`src/sd_spi_host_sequencer_top_defines.svh`:
```
// Assertion macros shared by the SD SPI host sequencer RTL.
// No dependencies.
`ifndef SD_SPI_HOST_SEQUENCER_TOP_DEFINES_SVH
`define SD_SPI_HOST_SEQUENCER_TOP_DEFINES_SVH
// assert that a condition implies a consequence in the same cycle
`define SDS_ASSERT_IMP(label, cond, cons) \
  label: assert property (@(posedge clk) disable iff (!rst_n) (cond) |-> (cons)) \
    else $error("sds assertion failed");
// assert that a condition implies a consequence in the following cycle
`define SDS_ASSERT_NEXT(label, cond, cons) \
  label: assert property (@(posedge clk) disable iff (!rst_n) (cond) |=> (cons)) \
    else $error("sds assertion failed");
`endif

```
`src/sds_pkg.sv`:
```
// Package for the SD SPI host sequencer: phases, codes, result struct.
// No dependencies.
`default_nettype none
package sds_pkg;
  localparam int BLOCK_BYTES = 512;
  localparam int CLOCK_TRAIN_BYTES = 10;
  localparam int INIT_ROUNDS = 10;

  typedef enum logic [1:0] {
    OP_INIT = 2'd0, OP_READ = 2'd1, OP_WRITE = 2'd2, OP_XFER = 2'd3
  } op_t;

  typedef enum logic [1:0] {
    CFG_RESP_POLL = 2'd0, CFG_RETRY = 2'd1, CFG_BUSY_POLL = 2'd2, CFG_NONE = 2'd3
  } cfg_idx_t;

  typedef enum logic [4:0] {
    PH_IDLE, PH_TRAIN, PH_PRE, PH_CMD, PH_RESP, PH_TRAIL, PH_DESEL, PH_DESEL_FIN,
    PH_RD_TOKEN, PH_RD_DATA, PH_RD_CRC, PH_WR_GAP, PH_WR_TOKEN, PH_WR_DATA,
    PH_WR_CRC, PH_WR_DRESP, PH_WR_BUSY
  } phase_t;

  localparam logic [2:0] ST_OK = 3'd0;
  localparam logic [2:0] ST_CMD0 = 3'd1;
  localparam logic [2:0] ST_CMD8 = 3'd2;
  localparam logic [2:0] ST_TIMEOUT = 3'd3;
  localparam logic [2:0] ST_ACMD41 = 3'd4;
  localparam logic [2:0] ST_OCR = 3'd5;
  localparam logic [2:0] ST_CMD16 = 3'd6;
  localparam logic [2:0] ST_BLOCK = 3'd7;

  localparam logic [5:0] CMD0 = 6'd0;
  localparam logic [5:0] CMD8 = 6'd8;
  localparam logic [5:0] CMD16 = 6'd16;
  localparam logic [5:0] CMD17 = 6'd17;
  localparam logic [5:0] CMD24 = 6'd24;
  localparam logic [5:0] CMD41 = 6'd41;
  localparam logic [5:0] CMD55 = 6'd55;
  localparam logic [5:0] CMD58 = 6'd58;

  typedef struct packed {
    logic        tr;
    logic [7:0]  mosi;
    logic        cs;
    logic        rv;
    logic [7:0]  rb;
    logic        need;
    logic        done;
    logic [2:0]  status;
    logic        hc;
    logic [31:0] ocr;
  } res_t;
endpackage
`default_nettype wire

```
`src/sd_spi_host_sequencer_top.sv`:
```
// Results are registered on acceptance; the decision is a single combinational pass.
// Throughput: one item per cycle unless the output register is full and not drained.
// An output skid-free register accepts a new item whenever it is empty or being drained.
// Reset (rst_n low, synchronous): phase idle, counters cleared, limits 50, 25, 1300000.
// Top level of the SD SPI host sequencer; depends on sds_pkg, sds_core and defines header.
`default_nettype none
`include "sd_spi_host_sequencer_top_defines.svh"
module sd_spi_host_sequencer_top import sds_pkg::*; (
  input  wire logic        clk,
  input  wire logic        rst_n,
  input  wire logic        s_axis_tvalid,
  output logic             s_axis_tready,
  // operation[1:0], block_address[33:2], miso_byte[41:34], write_byte[49:42], zero pad
  input  wire logic [55:0] s_axis_tdata,
  output logic             m_axis_tvalid,
  input  wire logic        m_axis_tready,
  // tdata: transfer_request, mosi_byte, chip_select_active, read_valid, read_byte,
  // need_write_byte, status, high_capacity, ocr_value (low bit up)
  output logic [55:0]      m_axis_tdata,
  output logic             m_axis_tlast,
  input  wire logic        cfg_valid,
  output logic             cfg_ready,
  input  wire logic [1:0]  cfg_index,
  input  wire logic [20:0] cfg_data
);
  logic [7:0]  rlim_r;
  logic [7:0]  rtry_r;
  logic [20:0] blim_r;
  logic        ov_r;
  res_t        res;
  res_t        out_r;
  logic        step;

  assign s_axis_tready = !ov_r || m_axis_tready;
  assign step = s_axis_tvalid && s_axis_tready;
  assign cfg_ready = 1'b1;

  sds_core u_core (
    .clk(clk), .rst_n(rst_n), .step(step),
    .op(s_axis_tdata[1:0]), .addr(s_axis_tdata[33:2]),
    .miso(s_axis_tdata[41:34]), .wb(s_axis_tdata[49:42]),
    .resp_lim(rlim_r), .retry_lim(rtry_r), .busy_lim(blim_r), .res(res)
  );

  always_ff @(posedge clk) begin
    if (!rst_n) begin
      rlim_r <= 8'd50; rtry_r <= 8'd25; blim_r <= 21'd1300000;
    end else if (cfg_valid) begin
      unique case (cfg_index)
        CFG_RESP_POLL: rlim_r <= cfg_data[7:0];
        CFG_RETRY: rtry_r <= cfg_data[7:0];
        CFG_BUSY_POLL: blim_r <= cfg_data;
        default: ;
      endcase
    end
  end

  always_ff @(posedge clk) begin
    if (!rst_n) ov_r <= 1'b0;
    else if (step) ov_r <= 1'b1;
    else if (m_axis_tready) ov_r <= 1'b0;
  end

  always_ff @(posedge clk) begin
    if (step) out_r <= res;
  end

  assign m_axis_tvalid = ov_r;
  assign m_axis_tlast = out_r.done;
  assign m_axis_tdata = {out_r.ocr, out_r.hc, out_r.status, out_r.need, out_r.rb,
                         out_r.rv, out_r.cs, out_r.mosi, out_r.tr};

  `SDS_ASSERT_NEXT(a_step_valid, step, m_axis_tvalid)
  `SDS_ASSERT_IMP(a_stall_ready, m_axis_tvalid && !m_axis_tready, !s_axis_tready)
  `SDS_ASSERT_IMP(a_last_quiet, m_axis_tvalid && m_axis_tlast, !m_axis_tdata[0])
endmodule
`default_nettype wire

```
`src/sds_core.sv`:
```
// Sequencer core: phase state, counters and combinational next-byte decision.
// Depends on sds_pkg and the assertion macro header.
`default_nettype none
`include "sd_spi_host_sequencer_top_defines.svh"
module sds_core import sds_pkg::*; (
  input  wire logic        clk,
  input  wire logic        rst_n,
  input  wire logic        step,
  input  wire logic [1:0]  op,
  input  wire logic [31:0] addr,
  input  wire logic [7:0]  miso,
  input  wire logic [7:0]  wb,
  input  wire logic [7:0]  resp_lim,
  input  wire logic [7:0]  retry_lim,
  input  wire logic [20:0] busy_lim,
  output res_t             res
);
  phase_t      phase_r, phase_nxt;
  logic [9:0]  bc_r, bc_nxt;
  logic [20:0] pc_r, pc_nxt;
  logic [7:0]  rc_r, rc_nxt;
  logic [3:0]  orc_r, orc_nxt;
  logic [31:0] ocr_r, ocr_nxt;
  logic        hc_r, hc_nxt;
  logic [31:0] arg_r, arg_nxt;
  logic [5:0]  cmd_r, cmd_nxt;
  logic [7:0]  r1_r, r1_nxt;
  logic [2:0]  fs_r, fs_nxt;
  logic [20:0] pc_inc;
  logic [7:0]  rlim;
  logic [20:0] blim;
  logic [7:0]  r1v;
  logic        rdone;

  assign pc_inc = pc_r + 21'd1;
  assign rlim = (resp_lim == 8'd0) ? 8'd1 : resp_lim;
  assign blim = (busy_lim == 21'd0) ? 21'd1 : busy_lim;

  always_comb begin
    phase_nxt = phase_r; bc_nxt = bc_r; pc_nxt = pc_r; rc_nxt = rc_r; orc_nxt = orc_r;
    ocr_nxt = ocr_r; hc_nxt = hc_r; arg_nxt = arg_r; cmd_nxt = cmd_r; r1_nxt = r1_r;
    fs_nxt = fs_r;
    res = '0;
    r1v = 8'hFF; rdone = 1'b0;
    if (op == OP_INIT) begin
      phase_nxt = PH_TRAIN; bc_nxt = '0; res.tr = 1'b1; res.mosi = 8'hFF;
    end else if (op == OP_READ || op == OP_WRITE) begin
      cmd_nxt = (op == OP_READ) ? CMD17 : CMD24;
      arg_nxt = hc_r ? addr : {addr[22:0], 9'd0};
      phase_nxt = PH_PRE; res.tr = 1'b1; res.mosi = 8'hFF; res.cs = 1'b1;
    end else begin
      unique case (phase_r)
        PH_IDLE: ;
        PH_TRAIN: begin
          bc_nxt = bc_r + 10'd1;
          res.tr = 1'b1; res.mosi = 8'hFF;
          if (bc_nxt >= 10'(CLOCK_TRAIN_BYTES)) begin
            cmd_nxt = CMD0; arg_nxt = '0; phase_nxt = PH_PRE; res.cs = 1'b1;
          end
        end
        PH_PRE: begin
          phase_nxt = PH_CMD; bc_nxt = '0;
          res.tr = 1'b1; res.mosi = {2'b01, cmd_r}; res.cs = 1'b1;
        end
        PH_CMD: begin
          bc_nxt = bc_r + 10'd1;
          res.tr = 1'b1; res.cs = 1'b1; res.mosi = 8'hFF;
          if (bc_nxt < 10'd6) begin
            unique case (bc_nxt[2:0])
              3'd1: res.mosi = arg_r[31:24];
              3'd2: res.mosi = arg_r[23:16];
              3'd3: res.mosi = arg_r[15:8];
              3'd4: res.mosi = arg_r[7:0];
              default: res.mosi = (cmd_r == CMD0 || cmd_r == CMD16) ? 8'h95 :
                                  (cmd_r == CMD8) ? 8'h87 : 8'hFF;
            endcase
          end else begin
            phase_nxt = PH_RESP; pc_nxt = '0;
          end
        end
        PH_RESP: begin
          pc_nxt = pc_inc;
          if (miso != 8'hFF) begin rdone = 1'b1; r1v = miso; end
          else if (pc_inc >= {13'd0, rlim}) rdone = 1'b1;
          else begin res.tr = 1'b1; res.mosi = 8'hFF; res.cs = 1'b1; end
        end
        PH_TRAIL: begin
          arg_nxt = {arg_r[23:0], miso};
          bc_nxt = bc_r + 10'd1;
          res.tr = 1'b1; res.mosi = 8'hFF;
          if (bc_nxt < 10'd4) res.cs = 1'b1;
          else begin phase_nxt = PH_DESEL; fs_nxt = ST_OK; end
        end
        PH_DESEL: begin
          res.tr = 1'b1; res.mosi = 8'hFF; res.cs = 1'b1;
          unique case (cmd_r)
            CMD0: if (r1_r == 8'h01) begin cmd_nxt = CMD8; arg_nxt = 32'h1AA;
                    phase_nxt = PH_PRE; end
                  else begin res = '0; res.done = 1'b1; res.status = ST_CMD0; end
            CMD8: if (r1_r == 8'h01 && arg_r[7:0] == 8'hAA) begin
                    orc_nxt = '0; rc_nxt = '0; cmd_nxt = CMD55; arg_nxt = '0;
                    phase_nxt = PH_PRE;
                  end else begin res = '0; res.done = 1'b1; res.status = ST_CMD8; end
            CMD55: if (r1_r <= 8'h01) begin cmd_nxt = CMD41; arg_nxt = 32'h4000_0000;
                     phase_nxt = PH_PRE; end
                   else begin res = '0; res.done = 1'b1; res.status = ST_ACMD41; end
            CMD41: begin
              if (r1_r == 8'h00) begin cmd_nxt = CMD58; arg_nxt = '0; phase_nxt = PH_PRE; end
              else if (rc_r < retry_lim) begin
                rc_nxt = rc_r + 8'd1; cmd_nxt = CMD55; arg_nxt = '0; phase_nxt = PH_PRE;
              end else if (r1_r == 8'h01 && ({1'b0, orc_r} + 5'd1) < 5'(INIT_ROUNDS)) begin
                orc_nxt = orc_r + 4'd1; rc_nxt = '0; cmd_nxt = CMD55; arg_nxt = '0;
                phase_nxt = PH_PRE;
              end else begin
                res = '0; res.done = 1'b1;
                res.status = (r1_r == 8'h01) ? ST_TIMEOUT : ST_ACMD41;
              end
            end
            CMD58: if (r1_r == 8'h00) begin
                     ocr_nxt = arg_r; hc_nxt = arg_r[30];
                     if (arg_r[30]) begin res = '0; res.done = 1'b1; res.status = ST_OK; end
                     else begin cmd_nxt = CMD16; arg_nxt = 32'(BLOCK_BYTES);
                       phase_nxt = PH_PRE; end
                   end else begin res = '0; res.done = 1'b1; res.status = ST_OCR; end
            CMD16: begin res = '0; res.done = 1'b1;
                     res.status = (r1_r == 8'h00) ? ST_OK : ST_CMD16; end
            default: begin res = '0; res.done = 1'b1; res.status = ST_BLOCK; end
          endcase
          if (res.done) phase_nxt = PH_IDLE;
        end
        PH_DESEL_FIN: begin
          phase_nxt = PH_IDLE; res.done = 1'b1; res.status = fs_r;
        end
        PH_RD_TOKEN: begin
          pc_nxt = pc_inc;
          res.tr = 1'b1; res.mosi = 8'hFF; res.cs = 1'b1;
          if (miso == 8'hFE) begin phase_nxt = PH_RD_DATA; bc_nxt = '0; end
          else if (miso != 8'hFF || pc_inc >= {13'd0, rlim}) begin
            phase_nxt = PH_DESEL_FIN; fs_nxt = ST_BLOCK; res.cs = 1'b0;
          end
        end
        PH_RD_DATA: begin
          res.rv = 1'b1; res.rb = miso;
          bc_nxt = bc_r + 10'd1;
          if (bc_r == 10'(BLOCK_BYTES - 1)) begin phase_nxt = PH_RD_CRC; bc_nxt = '0; end
          res.tr = 1'b1; res.mosi = 8'hFF; res.cs = 1'b1;
        end
        PH_RD_CRC: begin
          bc_nxt = bc_r + 10'd1;
          res.tr = 1'b1; res.mosi = 8'hFF; res.cs = 1'b1;
          if (bc_nxt >= 10'd2) begin
            phase_nxt = PH_DESEL_FIN; fs_nxt = ST_OK; res.cs = 1'b0;
          end
        end
        PH_WR_GAP: begin
          phase_nxt = PH_WR_TOKEN;
          res.tr = 1'b1; res.mosi = 8'hFE; res.cs = 1'b1; res.need = 1'b1;
        end
        PH_WR_TOKEN: begin
          phase_nxt = PH_WR_DATA; bc_nxt = 10'd1;
          res.tr = 1'b1; res.mosi = wb; res.cs = 1'b1; res.need = 1'b1;
        end
        PH_WR_DATA: begin
          res.tr = 1'b1; res.cs = 1'b1;
          if (bc_r != 10'(BLOCK_BYTES - 1) + 10'd1 && bc_r < 10'(BLOCK_BYTES - 1) + 10'd1)
          begin
            bc_nxt = bc_r + 10'd1; res.mosi = wb;
            res.need = (bc_r != 10'(BLOCK_BYTES - 1));
          end else begin
            phase_nxt = PH_WR_CRC; bc_nxt = '0; res.mosi = 8'hFF;
          end
        end
        PH_WR_CRC: begin
          bc_nxt = bc_r + 10'd1;
          if (bc_nxt >= 10'd2) phase_nxt = PH_WR_DRESP;
          res.tr = 1'b1; res.mosi = 8'hFF; res.cs = 1'b1;
        end
        PH_WR_DRESP: begin
          res.tr = 1'b1; res.mosi = 8'hFF;
          if (miso[4:0] == 5'h05) begin
            phase_nxt = PH_WR_BUSY; pc_nxt = '0; res.cs = 1'b1;
          end else begin phase_nxt = PH_DESEL_FIN; fs_nxt = ST_BLOCK; end
        end
        PH_WR_BUSY: begin
          pc_nxt = pc_inc;
          res.tr = 1'b1; res.mosi = 8'hFF; res.cs = 1'b1;
          if (miso == 8'hFF) begin phase_nxt = PH_DESEL_FIN; fs_nxt = ST_OK; res.cs = 1'b0; end
          else if (pc_inc >= blim) begin
            phase_nxt = PH_DESEL_FIN; fs_nxt = ST_BLOCK; res.cs = 1'b0;
          end
        end
        default: phase_nxt = PH_IDLE;
      endcase
      if (rdone) begin
        r1_nxt = r1v;
        res.tr = 1'b1; res.mosi = 8'hFF; res.cs = 1'b1;
        if ((cmd_r == CMD8 && r1v == 8'h01) || (cmd_r == CMD58 && r1v == 8'h00)) begin
          phase_nxt = PH_TRAIL; bc_nxt = '0; arg_nxt = '0;
        end else if (cmd_r == CMD17 || cmd_r == CMD24) begin
          if (r1v != 8'h00) begin
            phase_nxt = PH_DESEL_FIN; fs_nxt = ST_BLOCK; res.cs = 1'b0;
          end else begin
            pc_nxt = '0; phase_nxt = (cmd_r == CMD17) ? PH_RD_TOKEN : PH_WR_GAP;
          end
        end else begin
          phase_nxt = PH_DESEL; fs_nxt = ST_OK; res.cs = 1'b0;
        end
      end
    end
    res.hc = hc_nxt;
    res.ocr = ocr_nxt;
  end

  always_ff @(posedge clk) begin
    if (!rst_n) begin
      phase_r <= PH_IDLE; bc_r <= '0; pc_r <= '0; rc_r <= '0; orc_r <= '0;
      ocr_r <= '0; hc_r <= 1'b0; arg_r <= '0; cmd_r <= '0; r1_r <= '0; fs_r <= '0;
    end else if (step) begin
      phase_r <= phase_nxt; bc_r <= bc_nxt; pc_r <= pc_nxt; rc_r <= rc_nxt;
      orc_r <= orc_nxt; ocr_r <= ocr_nxt; hc_r <= hc_nxt; arg_r <= arg_nxt;
      cmd_r <= cmd_nxt; r1_r <= r1_nxt; fs_r <= fs_nxt;
    end
  end

  `SDS_ASSERT_IMP(a_done_no_tr, step && res.done, !res.tr && !res.cs)
  `SDS_ASSERT_IMP(a_bc_range, 1'b1, bc_r <= 10'(BLOCK_BYTES))
  `SDS_ASSERT_NEXT(a_init_train, step && op == OP_INIT, phase_r == PH_TRAIN)
endmodule
`default_nettype wire

```
`config.mk`:
```
export PLATFORM = sky130hd
export DESIGN_NAME = sd_spi_host_sequencer_top
export DESIGN_NICKNAME = d
export VERILOG_FILES = /design/src/sds_pkg.sv /design/src/sd_spi_host_sequencer_top.sv /design/src/sds_core.sv
export VERILOG_INCLUDE_DIRS = /design/src /design/src/src
export SDC_FILE = /design/constraint.sdc
export NUM_CORES = 1
export LEC_CHECK = 0
export ABC_CLOCK_PERIOD_IN_PS = 4800
export BUFFER_PORTS_ARGS = -buffer_cell sky130_fd_sc_hd__buf_2
export CORE_MARGIN = 2
export CORE_UTILIZATION = 30
export CTS_BUF_LIST = sky130_fd_sc_hd__clkbuf_2
export CTS_CLUSTER_DIAMETER = 60
export DETAILED_ROUTE_END_ITERATION = 8
export PLACE_DENSITY = 0.56
export SYNTH_ARGS = -nofsm -noshare
export SYNTH_HDL_FRONTEND = slang
export SYNTH_HIERARCHICAL = 1
export SYNTH_SLANG_ARGS = --single-unit
```
`constraint.sdc`:
```
create_clock -name clk -period 4.8 [get_ports clk]
set_input_delay 0.48 -clock clk [delete_from_list [all_inputs] [get_ports clk]]
set_output_delay 0.48 -clock clk [all_outputs]
set_load 0.03 [all_outputs]
```
==> run_results.csv <==
group,metric,value,unit
run_status,status,"finished, final reports clean",
worst_setup_path,end_kind,"flip-flop",
worst_hold_path,hp-class,"in -> reg",
drt,routed_wl,44.5,mm
clock_tree,cts_setup_buffers,0,
worst_setup_path,crit_arrival,5210,ps
sta,worstMarginPinSlew,1090,ps
grt,grt_pass1_wl,69.5,mm
power_and_ir_drop,clock_power_share,32.2,%
sta,finalClockSkew,91.0,ps
worst_setup_path,critPathSlowestCell,"dfxtp_1",
power_and_ir_drop,switchingPower,1360,uW
clock_tree,cts_root_buf,"clkbuf_2",
clock_tree,clockBufferDepth,3,
synth,synth-edff-count,57,
clock_tree,postCtsHoldBufs,83,
sta,period_minus_slack,4360,ps
power_and_ir_drop,p_sw_share,32.5,%
drt,ant_nets,0,
placement,place.gp.congestion,0.901,
worst_setup_path,crit_type,"reg -> reg",
drt,route.detailed.drc,0,
clock_tree,cts.sinks,225,
worst_setup_path,path_buf_inv,1,
synth,synthArstFlopShare,0,%
sta,report.final.slew_viol_count,0,
worst_setup_path,regToRegStartpoint,"u_core/pc_r[0]$_SDFFE_PN0P_",
worst_setup_path,start_kind,"flip-flop",
clock_tree,cts_buffers,61,
placement,place_ws,572,ps
synth,synthDistinctLibCells,94,
floorplan,dieWidth,218,um
sta,finalCritPeriodShare,90.9,%
clock_tree,htreeDepth,2,
floorplan,io-pin-count,144,
drt,drtIter0Drc,1145,
drt,wl_per_cell,18.6,um
floorplan,die-area,0.0474,mm2
sta,rsz0062_at_grt,"false",
synth,ys.flop_type,"dfxtp_1",
clock_tree,clk_pin_slew_worst_paths,100,ps
cells_and_area,final_core_util,35.9,%
grt,antenna_found_initial,7,
cells_and_area,areaGrowthSynthToFinish,18.4,%
cells_and_area,drive_gt1_share,20.1,%
floorplan,row_count,78,
synth,syn-num-nets,1687,
worst_setup_path,crit_family,"compound AO/OA/AOI/OAI gates",
power_and_ir_drop,p_int,2830,uW
sta,relSlewSlack,27.4,%
sta,setup_violations,0,
floorplan,core,0.0453,mm2
worst_hold_path,hold_start,"s_axis_tdata[24]",
placement,dp_hpwl,30.7,mm
worst_setup_path,crit_start,"u_core/pc_r[0]$_SDFFE_PN0P_",
sta,timing.fmax,229,MHz
run,cap_violations,0,
grt,grt_max_degree,91,
worst_setup_path,critPathMaxStageDelay,520,ps
synth,synth_area,0.0137,mm2
grt,overflow,0,
clock_tree,cts_tree,"yes",
synth,yosys_warnings,6,
synth,syn_area_per_cell,8.81,um2
grt,grt_pass1_vias,12600,
synth,synth.yosys.seq_area_share,37.0,%
power_and_ir_drop,power.share.sequential,50.7,%
drt,vias,13000,
placement,io_buffers,136,
worst_setup_path,crit_top_cell,"ha_1",
sta,hold_viol_final,0,
grt,gr-usage-all-layers,18.3,%
cells_and_area,nets,1875,
sta,setup_slack,438,ps
power_and_ir_drop,p_leak,0.00686,uW
drt,first_pass_iters,8,
synth,synth-seq-cells,225,
drt,via_per_inst,5.42,
power_and_ir_drop,irDropWorstVdd,0.154,mV
power_and_ir_drop,report.power.total,4190,uW
synth,syn_inst,1556,
clock_tree,cts_resized,0,
floorplan,die_h,218,um
sta,fin_worst_hold_slack,115,ps
sta,setup_tns,0,ps
power_and_ir_drop,power_density,258,mW/mm2
worst_setup_path,cp.required,5650,ps
power_and_ir_drop,comb_power_share,17.2,%
worst_setup_path,crit_path_max_fanout,8,
floorplan,initial_utilization,30.3,%
worst_setup_path,worstPathCellList,"ha_1 > nand4_4 > nor4_4 > buf_4 > a31oi_1 > or2_2 > ha_1 > nand4_1 > a21oi_1 > nor3_1 > o22ai_1 > o2111ai_1 > a31oi_2 > o21a_2 > mux2i_1",
clock_tree,clk_latency,1010,ps
-- cell usage after synthesis, types with 23 or more instances --
master    instances  area, um2
nor2b_1          40        250
edfxtp_1         57       1710
nand3_1          52        260
o211a_1          33        330
or2_2            41        257
mux2i_1          63        631
o221ai_1         27        236
nor3_1           26        130
dfxtp_1         168       3360
a21oi_1          61        305
a22oi_1          26        195
nor2_1           98        368
ha_1             47        588
o21ai_0         100        500
a221oi_1         23        201
clkbuf_1         88        330
nand2_1         126        473
mux2_2           29        327
inv_1            72        270
-- worst min-delay path: cells and delay by family --
kind	cells	cell delay [ps]
and+or+nand+nor	1	90
muxes	1	90
AOI/OAI and AO/OA	2	270
buffers and inverters	1	90
-- kinds of logic after synthesis --
family,count (synthesis),synth area share (%)
AOI/OAI and AO/OA,434,22.8
other,1,0.0273
xor gates and xnor gates,30,1.92
DFF,225,37.0
adders and majority gates,47,4.29
muxes,96,7.31
buffers and inverters,190,5.62
and+or+nand+nor,533,21.1
-- power groups by stage --
| stage | logic [uW] | clock network (uW) | registers, uW |
|---|---|---|---|
| global route | 779 | 1490 | 2140 |
| global placement | 644 | 0 | 2160 |
| floorplan | 386 | 0 | 2200 |
| detailed placement | 651 | 0 | 2170 |
| finish | 719 | 1350 | 2120 |
| CTS | 712 | 1420 | 2120 |
-- area by class of cell --
| class | instances | area (um2) |
|---|---|---|
| timing repair buffer | 243 | 1710 |
| clock inverter | 20 | 90.1 |
| multi-input combinational | 1141 | 7880 |
| inverter | 72 | 270 |
| clock buffer | 89 | 445 |
| fill | 4732 | 29000 |
| antenna | 7 | 17.5 |
| sequential | 225 | 5070 |
| tap | 600 | 751 |
-- registers in the layout (all words and copies together) (netlist names), 4 cells and up --
signal / flops
u_core/cmd_r: 6
rlim_r: 8
u_core/phase_r: 5
m_axis_tdata: 56
blim_r: 21
rtry_r: 8
u_core/rc_r: 8
u_core/arg_r: 32
u_core/bc_r: 10
u_core/pc_r: 21
u_core/orc_r: 4
u_core/ocr_r: 32
u_core/r1_r: 8
-- placed cells by master (no fill, tap or decap), types with 27 or more instances in the layout --
cell           synthesis  final
a21oi_1               61     61
buf_2                 15    135
clkbuf_2               1     89
dfxtp_1              168    168
dlygate4sd3_1          0     83
edfxtp_1              57     57
ha_1                  47     47
inv_1                 72     72
mux2_2                29     29
mux2i_1               63     63
nand2_1              126    126
nand3_1               52     52
nor2_1                98     95
nor2b_1               40     40
o211a_1               33     33
o21ai_0              100    100
o221ai_1              27     27
or2_2                 41     41
-- metrics by stage --
stage | cells | instance area, um2
floorplan | 1556 | 13700
global placement | 2198 | 14900
detailed placement | 2198 | 14900
CTS | 2390 | 16200
global route | 2396 | 16200
finish | 2397 | 16200
-- metal layers --
metal	up-vias	part of all wire [%]	wire length (um)	global-route usage (%)
li1	6221	-	-	-
met1	6192	44	19700	24.9
met2	481	46	20300	28.5
met3	109	6.9	3080	3.14
met4	0	3.3	1480	8.07
met5	-	0	0	0
-- final timing paths --
kind / end / slack, ps / depth (start not counted)
worst max-delay path: u_core/phase_r[4]$_SDFFE_PN0P_ / 440 / 15
worst min-delay path: u_core/arg_r[22]$_SDFFE_PN0P_ / 110 / 5
worst max register to register: u_core/phase_r[4]$_SDFFE_PN0P_ / 440 / 15
worst min register to register: rtry_r[1]$_SDFFE_PN0P_ / 470 / 2
No activity file was read; power rests on OpenSTA's default activity.
